<file path="config.mk">
export PLATFORM = sky130hd
export DESIGN_NAME = biquad_highpass_filter_top_flat
export DESIGN_NICKNAME = d
export VERILOG_FILES = /design/src/bhf_pkg.sv /design/src/bhf_if.sv /design/src/bhf_cordic.sv /design/src/bhf_div.sv /design/src/bhf_cmul.sv /design/src/biquad_highpass_filter_top.sv /design/src/flat_wrapper.sv
export VERILOG_INCLUDE_DIRS = /design/src /design/src/src
export SDC_FILE = /design/constraint.sdc
export NUM_CORES = 2
export LEC_CHECK = 0
export BUFFER_PORTS_ARGS = -buffer_cell sky130_fd_sc_hd__buf_2
export CAP_MARGIN = 40
export CELL_PAD_IN_SITES_DETAIL_PLACEMENT = 1
export CELL_PAD_IN_SITES_GLOBAL_PLACEMENT = 1
export CORE_ASPECT_RATIO = 0.7
export CORE_MARGIN = 4
export CORE_UTILIZATION = 55
export DETAILED_ROUTE_END_ITERATION = 6
export GPL_TIMING_DRIVEN = 0
export PLACE_DENSITY_LB_ADDON = 0.2
export SLEW_MARGIN = 20
export SYNTH_ARGS = -nofsm -noshare
export SYNTH_HDL_FRONTEND = slang
export SYNTH_SLANG_ARGS = --single-unit
</file>
<file path="constraint.sdc">
create_clock -name i_clk -period 22.4 [get_ports i_clk]
set_input_delay 2.24 -clock i_clk [delete_from_list [all_inputs] [get_ports i_clk]]
set_output_delay 2.24 -clock i_clk [all_outputs]
set_load 0.02 [all_outputs]
</file>
<file path="src/biquad_highpass_filter_top_macros.svh">
// Assertion macros for the biquad highpass filter.
`ifndef BIQUAD_HIGHPASS_FILTER_TOP_MACROS_SVH
`define BIQUAD_HIGHPASS_FILTER_TOP_MACROS_SVH
`ifndef SYNTH
`define BHF_ASSERT_IMPL(lbl, ante, cons) \
    lbl: assert property (@(posedge i_clk) disable iff (!i_rst_n) (ante) |-> (cons)) \
        else $error("bhf assertion failed");
`define BHF_ASSERT_NEXT(lbl, ante, cons) \
    lbl: assert property (@(posedge i_clk) disable iff (!i_rst_n) (ante) |=> (cons)) \
        else $error("bhf assertion failed");
`else
`define BHF_ASSERT_IMPL(lbl, ante, cons)
`define BHF_ASSERT_NEXT(lbl, ante, cons)
`endif
`endif

</file>
<file path="src/bhf_pkg.sv">
// Shared constants, types and tables of the biquad highpass filter.
package bhf_pkg;

    localparam int NUM_CHANNELS_DEF = 8;
    localparam int CORDIC_STEPS     = 16;
    localparam int XW               = 33;   // CORDIC vector width, Q2.30 plus headroom
    localparam int DVD_W            = 61;   // divider dividend and quotient width
    localparam int DVS_W            = 39;   // divider divisor width
    localparam int AW               = 40;   // coefficient multiplicand width
    localparam int IW               = 31;   // reciprocal width
    localparam int PW               = 72;   // coefficient product width

    localparam logic signed [XW-1:0] CORDIC_GAIN = 33'sd652032874;
    localparam logic signed [XW-1:0] ONE30       = 33'sd1073741824;

    typedef enum logic [9:0] {
        S_IDLE = 10'b0000000001,
        S_CORD = 10'b0000000010,
        S_DIV1 = 10'b0000000100,
        S_DIV2 = 10'b0000001000,
        S_MUL  = 10'b0000010000,
        S_FA   = 10'b0000100000,
        S_FB   = 10'b0001000000,
        S_FC   = 10'b0010000000,
        S_FD   = 10'b0100000000,
        S_OUT  = 10'b1000000000
    } t_state;

    // Arctangent of 2^-i in units of 2^32 per turn.
    function automatic logic [29:0] atan_turn(input logic [3:0] idx);
        logic [29:0] v;
        case (idx)
            4'd0:    v = 30'd536870912;
            4'd1:    v = 30'd316933406;
            4'd2:    v = 30'd167458907;
            4'd3:    v = 30'd85004757;
            4'd4:    v = 30'd42667331;
            4'd5:    v = 30'd21354465;
            4'd6:    v = 30'd10679838;
            4'd7:    v = 30'd5340245;
            4'd8:    v = 30'd2670163;
            4'd9:    v = 30'd1335087;
            4'd10:   v = 30'd667544;
            4'd11:   v = 30'd333772;
            4'd12:   v = 30'd166886;
            4'd13:   v = 30'd83443;
            4'd14:   v = 30'd41722;
            4'd15:   v = 30'd20861;
            default: v = 30'd0;
        endcase
        return v;
    endfunction

endpackage

</file>
<file path="src/bhf_if.sv">
// Valid/ready channel interfaces for filter input and output beats.
interface bhf_in_if;
    logic               valid;
    logic               ready;
    logic        [2:0]  channel;
    logic signed [15:0] sample_in;
    logic        [15:0] cutoff;
    logic        [15:0] resonance;

    modport source (output valid, channel, sample_in, cutoff, resonance, input ready);
    modport sink   (input valid, channel, sample_in, cutoff, resonance, output ready);
endinterface

interface bhf_out_if;
    logic               valid;
    logic               ready;
    logic signed [15:0] sample_out;
    logic        [2:0]  channel_out;
    logic               saturated;

    modport source (output valid, sample_out, channel_out, saturated, input ready);
    modport sink   (input valid, sample_out, channel_out, saturated, output ready);
endinterface

</file>
<file path="src/bhf_cordic.sv">
// Iterative CORDIC producing clamped sin and cos of the cutoff angle.
module bhf_cordic (
    input  logic                        i_clk,
    input  logic                        i_rst_n,
    input  logic                        i_start,
    input  logic [14:0]                 i_phase,
    input  logic                        i_neg,
    output logic                        o_done,
    output logic signed [bhf_pkg::XW-1:0] o_sin,
    output logic signed [bhf_pkg::XW-1:0] o_cos
);
    import bhf_pkg::*;

    logic signed [XW-1:0] r_x, r_y, r_z, n_x, n_y, n_z;
    logic signed [XW-1:0] dx, dy, at, cneg;
    logic [3:0]           r_i;
    logic                 r_busy, r_done, r_neg;

    always_comb begin
        dx = r_y >>> r_i;
        dy = r_x >>> r_i;
        at = signed'({3'b000, atan_turn(r_i)});
        if (!r_z[XW-1]) begin
            n_x = r_x - dx;
            n_y = r_y + dy;
            n_z = r_z - at;
        end else begin
            n_x = r_x + dx;
            n_y = r_y - dy;
            n_z = r_z + at;
        end
    end

    always_ff @(posedge i_clk) begin
        if (!i_rst_n) begin
            r_busy <= 1'b0;
            r_done <= 1'b0;
            r_i    <= '0;
        end else begin
            r_done <= 1'b0;
            if (i_start) begin
                r_busy <= 1'b1;
                r_i    <= '0;
            end else if (r_busy) begin
                r_i <= r_i + 4'd1;
                if (r_i == 4'(CORDIC_STEPS - 1)) begin
                    r_busy <= 1'b0;
                    r_done <= 1'b1;
                end
            end
        end
    end

    always_ff @(posedge i_clk) begin
        if (i_start) begin
            r_x   <= CORDIC_GAIN;
            r_y   <= '0;
            r_z   <= signed'({2'b00, i_phase, 16'h0000});
            r_neg <= i_neg;
        end else if (r_busy) begin
            r_x <= n_x;
            r_y <= n_y;
            r_z <= n_z;
        end
    end

    always_comb begin
        cneg = r_neg ? -r_x : r_x;
        if (r_y[XW-1])      o_sin = '0;
        else if (r_y > ONE30) o_sin = ONE30;
        else                o_sin = r_y;
        if (cneg > ONE30)       o_cos = ONE30;
        else if (cneg < -ONE30) o_cos = -ONE30;
        else                    o_cos = cneg;
    end

    assign o_done = r_done;
endmodule

</file>
<file path="src/bhf_div.sv">
// Bit-serial restoring divider, one quotient bit per cycle.
module bhf_div (
    input  logic                       i_clk,
    input  logic                       i_rst_n,
    input  logic                       i_start,
    input  logic [bhf_pkg::DVD_W-1:0]  i_dividend,
    input  logic [bhf_pkg::DVS_W-1:0]  i_divisor,
    output logic                       o_done,
    output logic [bhf_pkg::DVD_W-1:0]  o_quot
);
    import bhf_pkg::*;

    logic [DVD_W-1:0] r_dvd;
    logic [DVS_W-1:0] r_rem, r_dvs;
    logic [DVS_W:0]   trial;
    logic             take;
    logic [5:0]       r_cnt;
    logic             r_busy, r_done;

    assign trial = {r_rem, r_dvd[DVD_W-1]};
    assign take  = (trial >= {1'b0, r_dvs});

    always_ff @(posedge i_clk) begin
        if (!i_rst_n) begin
            r_busy <= 1'b0;
            r_done <= 1'b0;
            r_cnt  <= '0;
        end else begin
            r_done <= 1'b0;
            if (i_start) begin
                r_busy <= 1'b1;
                r_cnt  <= '0;
            end else if (r_busy) begin
                r_cnt <= r_cnt + 6'd1;
                if (r_cnt == 6'(DVD_W - 1)) begin
                    r_busy <= 1'b0;
                    r_done <= 1'b1;
                end
            end
        end
    end

    // The dividend shifts out at the top while quotient bits shift in below.
    always_ff @(posedge i_clk) begin
        if (i_start) begin
            r_dvd <= i_dividend;
            r_dvs <= i_divisor;
            r_rem <= '0;
        end else if (r_busy) begin
            r_dvd <= {r_dvd[DVD_W-2:0], take};
            r_rem <= take ? DVS_W'(trial - {1'b0, r_dvs}) : trial[DVS_W-1:0];
        end
    end

    assign o_done = r_done;
    assign o_quot = r_dvd;
endmodule

</file>
<file path="src/bhf_cmul.sv">
// Shift-add multiplier forming the three Q2.14 coefficients from the reciprocal.
module bhf_cmul (
    input  logic                          i_clk,
    input  logic                          i_rst_n,
    input  logic                          i_start,
    input  logic signed [bhf_pkg::AW-1:0] i_a0,
    input  logic signed [bhf_pkg::AW-1:0] i_a1,
    input  logic signed [bhf_pkg::AW-1:0] i_a2,
    input  logic        [bhf_pkg::IW-1:0] i_b,
    output logic                          o_done,
    output logic signed [15:0]            o_g,
    output logic signed [15:0]            o_f1,
    output logic signed [15:0]            o_f2
);
    import bhf_pkg::*;

    logic signed [PW-1:0] r_s0, r_s1, r_s2, r_p0, r_p1, r_p2;
    logic        [IW-1:0] r_b;
    logic        [4:0]    r_cnt;
    logic                 r_busy, r_done;

    // Shift right by 46 rounding half away from zero, then saturate to 16 bits.
    function automatic logic signed [15:0] rnd46(input logic signed [PW-1:0] v);
        logic [PW-1:0] m;
        logic [PW-1:0] s;
        logic [25:0]   m2;
        logic          neg;
        neg = v[PW-1];
        m   = neg ? PW'(-v) : PW'(v);
        s   = (m + (PW'(1) << 45)) >> 46;
        m2  = s[25:0];
        if (!neg && m2 > 26'd32767)     return 16'sh7fff;
        else if (neg && m2 > 26'd32768) return 16'sh8000;
        else if (neg)                   return 16'(-m2);
        else                            return 16'(m2);
    endfunction

    always_ff @(posedge i_clk) begin
        if (!i_rst_n) begin
            r_busy <= 1'b0;
            r_done <= 1'b0;
            r_cnt  <= '0;
        end else begin
            r_done <= 1'b0;
            if (i_start) begin
                r_busy <= 1'b1;
                r_cnt  <= '0;
            end else if (r_busy) begin
                r_cnt <= r_cnt + 5'd1;
                if (r_cnt == 5'(IW - 1)) begin
                    r_busy <= 1'b0;
                    r_done <= 1'b1;
                end
            end
        end
    end

    always_ff @(posedge i_clk) begin
        if (i_start) begin
            r_s0 <= PW'(i_a0);
            r_s1 <= PW'(i_a1);
            r_s2 <= PW'(i_a2);
            r_p0 <= '0;
            r_p1 <= '0;
            r_p2 <= '0;
            r_b  <= i_b;
        end else if (r_busy) begin
            if (r_b[0]) begin
                r_p0 <= r_p0 + r_s0;
                r_p1 <= r_p1 + r_s1;
                r_p2 <= r_p2 + r_s2;
            end
            r_s0 <= r_s0 <<< 1;
            r_s1 <= r_s1 <<< 1;
            r_s2 <= r_s2 <<< 1;
            r_b  <= r_b >> 1;
        end
    end

    assign o_done = r_done;
    assign o_g    = rnd46(r_p0);
    assign o_f1   = rnd46(r_p1);
    assign o_f2   = rnd46(r_p2);
endmodule

</file>
<file path="src/biquad_highpass_filter_top.sv">
// Top level of the multichannel biquad highpass filter.
// Input beats on i_in carry a channel, a signed 16-bit sample, a cutoff
// (cycles per sample times 65536, clamped to one half) and a Q in Q8.8.
// Each beat yields one output beat on o_out with the filtered sample, the
// input channel field and a flag that marks a clipped result.
// One item is processed at a time: a new input beat is not taken until
// the current result is registered. Each item passes through 16 CORDIC
// steps, two bit-serial divisions, 31 shift-add steps and the filter
// states; i_in is ready again in the cycle after the result is registered.
// A finished result waits in the output register, so a new input beat is
// taken while the receiver stalls; the next result is held back until the
// waiting one has been taken.
// Synchronous reset clears the per-channel history to zero through valid
// bits, so no clearing pass is needed; i_in is ready right after reset.
module biquad_highpass_filter_top #(
    parameter int NUM_CHANNELS = bhf_pkg::NUM_CHANNELS_DEF
) (
    input  logic        i_clk,
    input  logic        i_rst_n,
    bhf_in_if.sink      i_in,
    bhf_out_if.source   o_out
);
    import bhf_pkg::*;
    `include "biquad_highpass_filter_top_macros.svh"

    localparam int CH_W = (NUM_CHANNELS > 1) ? $clog2(NUM_CHANNELS) : 1;

    t_state r_state;

    logic               in_acc;
    logic [CH_W-1:0]    idx, r_idx;
    logic [2:0]         r_ch;
    logic signed [15:0] r_x;
    logic [15:0]        r_res;
    logic [15:0]        p_clamp, t_full;
    logic               neg_cos;

    logic [63:0]        r_mem [NUM_CHANNELS];
    logic [NUM_CHANNELS-1:0] r_valid;
    logic [63:0]        r_rd, hist, wr_word;
    logic               r_hv, wr_en;
    logic signed [15:0] x1, x2, y1, y2;

    logic               cord_done, div_start, div_done, mul_start, mul_done;
    logic signed [XW-1:0] sin30, cos30;
    logic [DVD_W-1:0]   div_dvd, quot;
    logic [DVS_W-1:0]   div_dvs, a0;
    logic [37:0]        r_alpha;
    logic signed [AW-1:0] ma0, ma1, ma2;
    logic signed [15:0] cg, cf1, cf2, r_g, r_f1, r_f2;

    logic signed [17:0] d_in, mop_a;
    logic signed [16:0] mop_b;
    logic signed [34:0] r_prod;
    logic signed [39:0] r_acc;

    logic [39:0]        am, as;
    logic [24:0]        am2;
    logic               aneg, sat;
    logic signed [15:0] y;

    logic               r_ovld, out_free;
    logic signed [15:0] r_osmp;
    logic [2:0]         r_och;
    logic               r_osat;

    assign in_acc   = i_in.valid && i_in.ready;
    assign i_in.ready = (r_state == S_IDLE);

    // The channel field has eight values, so the history index is a small table.
    always_comb begin
        idx = '0;
        for (int k = 0; k < 8; k++) begin
            if (i_in.channel == 3'(k)) idx = CH_W'(k % NUM_CHANNELS);
        end
    end

    assign p_clamp  = (i_in.cutoff > 16'd32768) ? 16'd32768 : i_in.cutoff;
    assign neg_cos  = (p_clamp > 16'd16384);
    assign t_full   = neg_cos ? (16'd32768 - p_clamp) : p_clamp;

    // History word: {x1, x2, y1, y2}; a channel never written reads as zero.
    assign hist = r_hv ? r_rd : 64'h0;
    assign x1   = hist[63:48];
    assign x2   = hist[47:32];
    assign y1   = hist[31:16];
    assign y2   = hist[15:0];

    always_ff @(posedge i_clk) begin
        if (wr_en) r_mem[r_idx] <= wr_word;
        if (in_acc) r_rd <= r_mem[idx];
    end

    always_ff @(posedge i_clk) begin
        if (!i_rst_n) begin
            r_valid <= '0;
            r_hv    <= 1'b0;
        end else begin
            if (wr_en) r_valid[r_idx] <= 1'b1;
            if (in_acc) r_hv <= r_valid[idx];
        end
    end

    bhf_cordic u_cordic (
        .i_clk   (i_clk),
        .i_rst_n (i_rst_n),
        .i_start (in_acc),
        .i_phase (t_full[14:0]),
        .i_neg   (neg_cos),
        .o_done  (cord_done),
        .o_sin   (sin30),
        .o_cos   (cos30)
    );

    // One divider serves alpha = sin*128/Q and the reciprocal of 1 + alpha.
    assign a0        = DVS_W'(ONE30) + {1'b0, quot[37:0]};
    assign div_start = ((r_state == S_CORD) && cord_done) ||
                       ((r_state == S_DIV1) && div_done);
    always_comb begin
        if (r_state == S_CORD) begin
            div_dvd = {23'd0, sin30[30:0], 7'd0};
            div_dvs = {23'd0, (r_res == 16'd0) ? 16'd1 : r_res};
        end else begin
            div_dvd = {1'b1, 60'd0} + {23'd0, a0[38:1]};
            div_dvs = a0;
        end
    end

    bhf_div u_div (
        .i_clk      (i_clk),
        .i_rst_n    (i_rst_n),
        .i_start    (div_start),
        .i_dividend (div_dvd),
        .i_divisor  (div_dvs),
        .o_done     (div_done),
        .o_quot     (quot)
    );

    assign mul_start = (r_state == S_DIV2) && div_done;
    assign ma0 = AW'(ONE30) + AW'(cos30);
    assign ma1 = AW'(cos30) <<< 1;
    assign ma2 = AW'(ONE30) - signed'({2'b00, r_alpha});

    bhf_cmul u_cmul (
        .i_clk   (i_clk),
        .i_rst_n (i_rst_n),
        .i_start (mul_start),
        .i_a0    (ma0),
        .i_a1    (ma1),
        .i_a2    (ma2),
        .i_b     (quot[IW-1:0]),
        .o_done  (mul_done),
        .o_g     (cg),
        .o_f1    (cf1),
        .o_f2    (cf2)
    );

    // Filter multiply operands, one product per cycle.
    assign d_in = 18'(r_x) + 18'(x2) - (18'(x1) <<< 1);
    always_comb begin
        case (r_state)
            S_FA: begin
                mop_a = d_in;
                mop_b = 17'(r_g);
            end
            S_FB: begin
                mop_a = 18'(y1);
                mop_b = 17'(r_f1) <<< 1;
            end
            default: begin
                mop_a = 18'(y2);
                mop_b = 17'(r_f2) <<< 1;
            end
        endcase
    end

    // Output rounding: shift right by 15, half away from zero, then saturate.
    always_comb begin
        aneg = r_acc[39];
        am   = aneg ? 40'(-r_acc) : 40'(r_acc);
        as   = (am + 40'd16384) >> 15;
        am2  = as[24:0];
        sat  = (!aneg && am2 > 25'd32767) || (aneg && am2 > 25'd32768);
        if (sat)       y = aneg ? 16'sh8000 : 16'sh7fff;
        else if (aneg) y = 16'(-am2);
        else           y = 16'(am2);
    end

    assign out_free = !r_ovld || o_out.ready;
    assign wr_en    = (r_state == S_OUT) && out_free;
    assign wr_word  = {r_x, x1, y, y1};

    always_ff @(posedge i_clk) begin
        if (!i_rst_n) begin
            r_state <= S_IDLE;
            r_ovld  <= 1'b0;
        end else begin
            if (r_ovld && o_out.ready) r_ovld <= 1'b0;
            case (r_state)
                S_IDLE: if (in_acc) r_state <= S_CORD;
                S_CORD: if (cord_done) r_state <= S_DIV1;
                S_DIV1: if (div_done) r_state <= S_DIV2;
                S_DIV2: if (div_done) r_state <= S_MUL;
                S_MUL:  if (mul_done) r_state <= S_FA;
                S_FA:   r_state <= S_FB;
                S_FB:   r_state <= S_FC;
                S_FC:   r_state <= S_FD;
                S_FD:   r_state <= S_OUT;
                S_OUT: begin
                    if (out_free) begin
                        r_ovld  <= 1'b1;
                        r_state <= S_IDLE;
                    end
                end
                default: r_state <= S_IDLE;
            endcase
        end
    end

    always_ff @(posedge i_clk) begin
        if (in_acc) begin
            r_ch  <= i_in.channel;
            r_idx <= idx;
            r_x   <= i_in.sample_in;
            r_res <= i_in.resonance;
        end
        if ((r_state == S_DIV1) && div_done) r_alpha <= quot[37:0];
        if ((r_state == S_MUL) && mul_done) begin
            r_g  <= cg;
            r_f1 <= cf1;
            r_f2 <= cf2;
        end
        r_prod <= mop_a * mop_b;
        case (r_state)
            S_FB:    r_acc <= 40'(r_prod);
            S_FC:    r_acc <= r_acc + 40'(r_prod);
            S_FD:    r_acc <= r_acc - 40'(r_prod);
            default: r_acc <= r_acc;
        endcase
        if (wr_en) begin
            r_osmp <= y;
            r_och  <= r_ch;
            r_osat <= sat;
        end
    end

    assign o_out.valid       = r_ovld;
    assign o_out.sample_out  = r_osmp;
    assign o_out.channel_out = r_och;
    assign o_out.saturated   = r_osat;

    `BHF_ASSERT_NEXT(a_acc_starts, in_acc, r_state == S_CORD)
    `BHF_ASSERT_IMPL(a_cord_done, cord_done, r_state == S_CORD)
    `BHF_ASSERT_IMPL(a_div_done, div_done, (r_state == S_DIV1) || (r_state == S_DIV2))
    `BHF_ASSERT_IMPL(a_mul_done, mul_done, r_state == S_MUL)
endmodule
</file>
<file path="src/flat_wrapper.sv">
// flat-port wrapper written by rule: the top's interface ports become plain ports
module biquad_highpass_filter_top_flat import bhf_pkg::*;
#(
    parameter int NUM_CHANNELS = bhf_pkg::NUM_CHANNELS_DEF
)
  (i_clk, i_rst_n, i_in_valid, i_in_channel, i_in_sample_in, i_in_cutoff, i_in_resonance, i_in_ready, o_out_valid, o_out_sample_out, o_out_channel_out, o_out_saturated, o_out_ready);
  bhf_in_if i_in_i ();
  bhf_out_if o_out_i ();
  input  logic i_clk;
  input  logic i_rst_n;
  input wire logic [$bits(i_in_i.valid)-1:0] i_in_valid;
  input wire logic [$bits(i_in_i.channel)-1:0] i_in_channel;
  input wire logic [$bits(i_in_i.sample_in)-1:0] i_in_sample_in;
  input wire logic [$bits(i_in_i.cutoff)-1:0] i_in_cutoff;
  input wire logic [$bits(i_in_i.resonance)-1:0] i_in_resonance;
  output wire logic [$bits(i_in_i.ready)-1:0] i_in_ready;
  output wire logic [$bits(o_out_i.valid)-1:0] o_out_valid;
  output wire logic [$bits(o_out_i.sample_out)-1:0] o_out_sample_out;
  output wire logic [$bits(o_out_i.channel_out)-1:0] o_out_channel_out;
  output wire logic [$bits(o_out_i.saturated)-1:0] o_out_saturated;
  input wire logic [$bits(o_out_i.ready)-1:0] o_out_ready;
  assign i_in_i.valid = i_in_valid;
  assign i_in_i.channel = i_in_channel;
  assign i_in_i.sample_in = i_in_sample_in;
  assign i_in_i.cutoff = i_in_cutoff;
  assign i_in_i.resonance = i_in_resonance;
  assign i_in_ready = i_in_i.ready;
  assign o_out_valid = o_out_i.valid;
  assign o_out_sample_out = o_out_i.sample_out;
  assign o_out_channel_out = o_out_i.channel_out;
  assign o_out_saturated = o_out_i.saturated;
  assign o_out_i.ready = o_out_ready;
  biquad_highpass_filter_top #(.NUM_CHANNELS(NUM_CHANNELS)) u_core (.i_clk(i_clk), .i_rst_n(i_rst_n), .i_in(i_in_i), .o_out(o_out_i));
endmodule
</file>
==> impl_metrics.tcl, run 1 <==
set metrics [dict create \
    status "aborted with a tool error" \
    stop_stage "5_1_grt" \
    error "[ERROR GRT-0232] Routing congestion too high. Check the congestion heatmap in the GUI." \
    synth_seq_cells 1536 \
    ioPinCount 77 \
    synth_area_per_cell_sq_um 9.85 \
    syn-instance-count 10485 \
    die_h_um 370 \
    start_util_pct 55.6 \
    place_ws_ns 7.30 \
    synth_flop_cell "edfxtp_1" \
    cts-root-buf "clkbuf_16" \
    synth.area.top_cells "edfxtp_1 32%, dfxtp_1 8.6%, fa_1 6.4%, ha_1 6.3%, nand2_1 4.3%" \
    chipWidth_um 526 \
    synth_edf_count 1092 \
    grt_overflow 163 \
    postCtsHoldBufs 0 \
    htree_num_levels 4 \
    yosysWarnings 0 \
    portBuffers 76 \
    gp_congestion 0.998 \
    cts_setup_buffers 0 \
    cts_max_path_buffers 4 \
    seq_area_frac_synth_pct 40.4 \
    synth_nets 11392 \
    grt_start_max_net_pins 55 \
    synthTopCellsByCount "1,192 x nand2_1, 1,092 x edfxtp_1, 975 x nor2_1" \
    cts_made_buffers 164 \
    dp_hpwl_um 285000 \
    synth_top_area_cell "edfxtp_1" \
    async_flop_share_pct 0 \
    rows 132 \
    yosysMostFrequentCell "nand2_1" \
    netlist_area_sq_mm 0.103 \
    track_usage_pct 55.7 \
    clkSinkCount 1536 \
    synth_top_area_share_pct 31.8 \
    cts_resized 0 \
    ys_types 96 \
]
metrics by stage:
stage	util, %	cells	area [sq um]
2_1_floorplan	-	10485	103000
3_3_place_gp	57.4	13040	107000
3_5_place_dp	58.5	13175	109000
4_1_cts	61.3	13464	114000
layer usage:
layer	GRT overflow	global-route usage (%)
met5	0	21.8
met4	59	37.8
met3	15	37.6
met2	85	73.4
met1	4	62.7
logic make-up after synthesis:
logic type	count (synthesis)	synth area share [%]
AO/OA/AOI/OAI	2369	14.5
XOR/XNOR	771	6.54
adder cells (fa/ha/maj)	859	12.8
buffers and inverters	1129	4.16
flip-flops	1536	40.4
multiplexers	398	6.24
AND/OR/NAND/NOR	3423	15.4
==> run 2, diff against run 1 <==
Settings changed: CELL_PAD_IN_SITES_DETAIL_PLACEMENT 1 to default, CELL_PAD_IN_SITES_GLOBAL_PLACEMENT 1 to default, CORE_ASPECT_RATIO 0.7 to default, CORE_UTILIZATION 55 to 40, PLACE_DENSITY_LB_ADDON 0.2 to 0.15.
==> run 2 against run 1 <==
The flow now finishes without violations. Synthesized cell count unchanged. Area after synthesis stayed put.
==> impl_metrics.tcl, run 2 <==
set metrics [dict create \
    status "completed" \
    synth_mux_area_share_pct 6.24 \
    p_per_area_mw_per_mm2 94.6 \
    total_power_mw 11.0 \
    yosysWarnings 0 \
    largest_reg_flops 512 \
    chipWidth_um 516 \
    synth.area.top_cells "edfxtp_1 32%, dfxtp_1 8.6%, fa_1 6.4%, ha_1 6.3%, nand2_1 4.3%" \
    crit_slowest_cell "a31oi_2" \
    final_common_cell "nand2_1" \
    seq_area_frac_synth_pct 40.4 \
    hold_class "reg -> reg" \
    layout-drive-gt1-share_pct 8.62 \
    grt_start_max_net_pins 52 \
    wl_met3_um 15600 \
    synthSimpleGateAreaFrac_pct 15.4 \
    dpl_cell_area_sq_mm 0.110 \
    drt-total-wl_um 328000 \
    track_usage_pct 24.1 \
    core_sq_mm 0.257 \
    die_h_um 516 \
    syn_to_final_growth_pct 12.7 \
    grt_first_pass_wirelength_um 498000 \
    clkSinkCount 1536 \
    highest_layer "met4" \
    crit_arrival_ns 14.31 \
    portBuffers 76 \
    synth_fa_ha_area_share_pct 12.8 \
    vdd_drop_max_uv 107 \
    comb_power_share_pct 40.5 \
    cpPeakStageDelay_ns 0.68 \
    synth_nets 11392 \
    crit_path_frequent_cell "fa_1" \
    ys_types 96 \
    finalCritPeriodShare_pct 60.7 \
    slew_headroom_pct 34.0 \
    avgViaCountPerCell 5.65 \
    yosysMostFrequentCell "nand2_1" \
    met2_length_um 156000 \
    cp-end-kind "flip-flop" \
    synth_top_area_share_pct 31.8 \
    synth_area_per_cell_sq_um 9.85 \
    first_pass_iters 6 \
    cts_resized 0 \
    p_clk_share_pct 27.6 \
    layout.nets 11812 \
    p_leak_nw 46.1 \
    drv_cap 0 \
    antenna_found_initial 4 \
    seq_power_share_pct 31.9 \
    postCtsHoldBufs 0 \
    synth_flop_cell "edfxtp_1" \
    slew_violations 0 \
    setup_violations 0 \
    synth_compound_area_share_pct 14.5 \
    fin_skew_ns 0.0587 \
    gp_congestion 0.982 \
    grt_overflow 0 \
    fmax_mhz 73.5 \
    synth_edf_count 1092 \
    top_register "u_core.r_mem" \
    insertion_delay_ns 0.86 \
    crit_type "reg -> reg" \
    required_ns 23.11 \
    worst_pin_slew_ns 0.965 \
    tns_ns 0 \
    cts_max_path_buffers 3 \
    drtIter0Drc 6209 \
    worst_setup_path_start_kind "flip-flop" \
    netlist_area_sq_mm 0.103 \
    synth_top_family_by_area "simple AND/OR/NAND/NOR gates" \
    clk_pin_slew_ns 0.06 \
    cts_made_buffers 176 \
    startpoint "u_core.r_hv$_SDFFE_PN0P_" \
    drcViolationCount 0 \
    dp_hpwl_um 253000 \
    met1_length_um 140000 \
    p_int_mw 6.84 \
    tritoncts "built" \
    antenna_left 0 \
    syn-instance-count 10485 \
    rows 186 \
    ioPinCount 77 \
    vias 81655 \
    synth_top_area_cell "edfxtp_1" \
    grt_pass1_vias 81259 \
    finalInstanceArea_sq_mm 0.116 \
    min_period_ns 13.61 \
    crit-reg2reg-launch "u_core.r_hv$_SDFFE_PN0P_" \
    die_area_sq_mm 0.266 \
    power.switching_mw 4.17 \
    cts_setup_buffers 0 \
    synthTopCellsByCount "1,192 x nand2_1, 1,092 x edfxtp_1, 975 x nor2_1" \
    final_cell_mix "1,190 x nand2_1, 1,092 x edfxtp_1, 969 x nor2_1, 755 x a21oi_1, 626 x inv_1" \
    hold_viol 0 \
    cts-root-buf "clkbuf_16" \
    synth_xor_area_share_pct 6.54 \
    async_flop_share_pct 0 \
    start_util_pct 40.2 \
    holdCritStartpoint "u_core.r_ch[2]$_DFFE_PP_" \
    sw_frac_of_total_pct 37.9 \
    worstPathMaxFanout 10 \
    htree_num_levels 4 \
    grt_setup_unrepaired "false" \
    synth_seq_cells 1536 \
    wl_per_cell_um 22.7 \
]
## run 2: cell counts after synthesis
No cell type changed its count.
## run 2: worst max-delay path, delay by kind of cell (launching register included)
| family | cells | cell delay [ns] |
|---|---|---|
| fa+ha+maj | 9 | 4.06 |
| simple gates | 8 | 2.13 |
| compound gates | 18 | 4.37 |
| buf+inv | 10 | 2.27 |
| flops | 1 | 0.45 |
| xor+xnor | 1 | 0.13 |
## run 2: kinds of logic after synthesis
group	Yosys count
flops	1536
buf+inv	1129
compound gates	2369
xor+xnor	771
fa+ha+maj	859
mux	398
simple gates	3423
## run 2: metrics by stage
stage / hold slack [ns] / instances / setup WS (ns) / util [%]
after floorplan: 0.400 / 10485 / 11.55 / -
after global placement: 0.401 / 13945 / 6.88 / 42.0
after detailed placement: 0.411 / 14098 / 8.52 / 42.9
after CTS: 0.422 / 14432 / 8.44 / 45.2
after global routing: 0.427 / 14446 / 8.14 / 45.3
final: 0.420 / 14449 / 8.79 / 45.3
## run 2: final timing paths
path                                           endpoint  slack (ns)  cells past startpoint
setup / recovery              u_core.r_prod[34]$_DFF_P_        8.79                     46
hold / removal    u_core.o_out.channel_out[2]$_DFFE_PP_        0.42                      0
setup reg to reg              u_core.r_prod[34]$_DFF_P_        8.79                     46
hold reg to reg   u_core.o_out.channel_out[2]$_DFFE_PP_        0.42                      0
## run 2: power groups by stage
stage | registers (mW) | logic [mW] | clock network [mW]
global route | 3.52 | 4.98 | 3.23
detailed placement | 3.56 | 4.41 | 0
finish | 3.51 | 4.46 | 3.04
floorplan | 3.43 | 3.37 | 0
global placement | 3.57 | 4.32 | 0
CTS | 3.51 | 4.45 | 3.11
## run 2: area by class of cell
cell class / instances / area [sq um]
Tap cell: 3384 / 4230
Clock inverter: 110 / 1360
Timing Repair Buffer: 242 / 2550
Fill cell: 24546 / 141000
Clock buffer: 224 / 4770
Antenna cell: 4 / 10.0
Sequential cell: 1536 / 41700
Inverter: 631 / 2370
Buffer: 498 / 1950
Multi-Input combinational cell: 7820 / 57500
## run 2: routing by layer
layer | global-route usage (%) | up-vias
met1 | 31.0 | 40281
li1 | - | 38479
met5 | 0 | -
met4 | 10.9 | 0
met3 | 2.99 | 566
met2 | 40.7 | 2329
No activity file was read; power rests on OpenSTA's default activity.
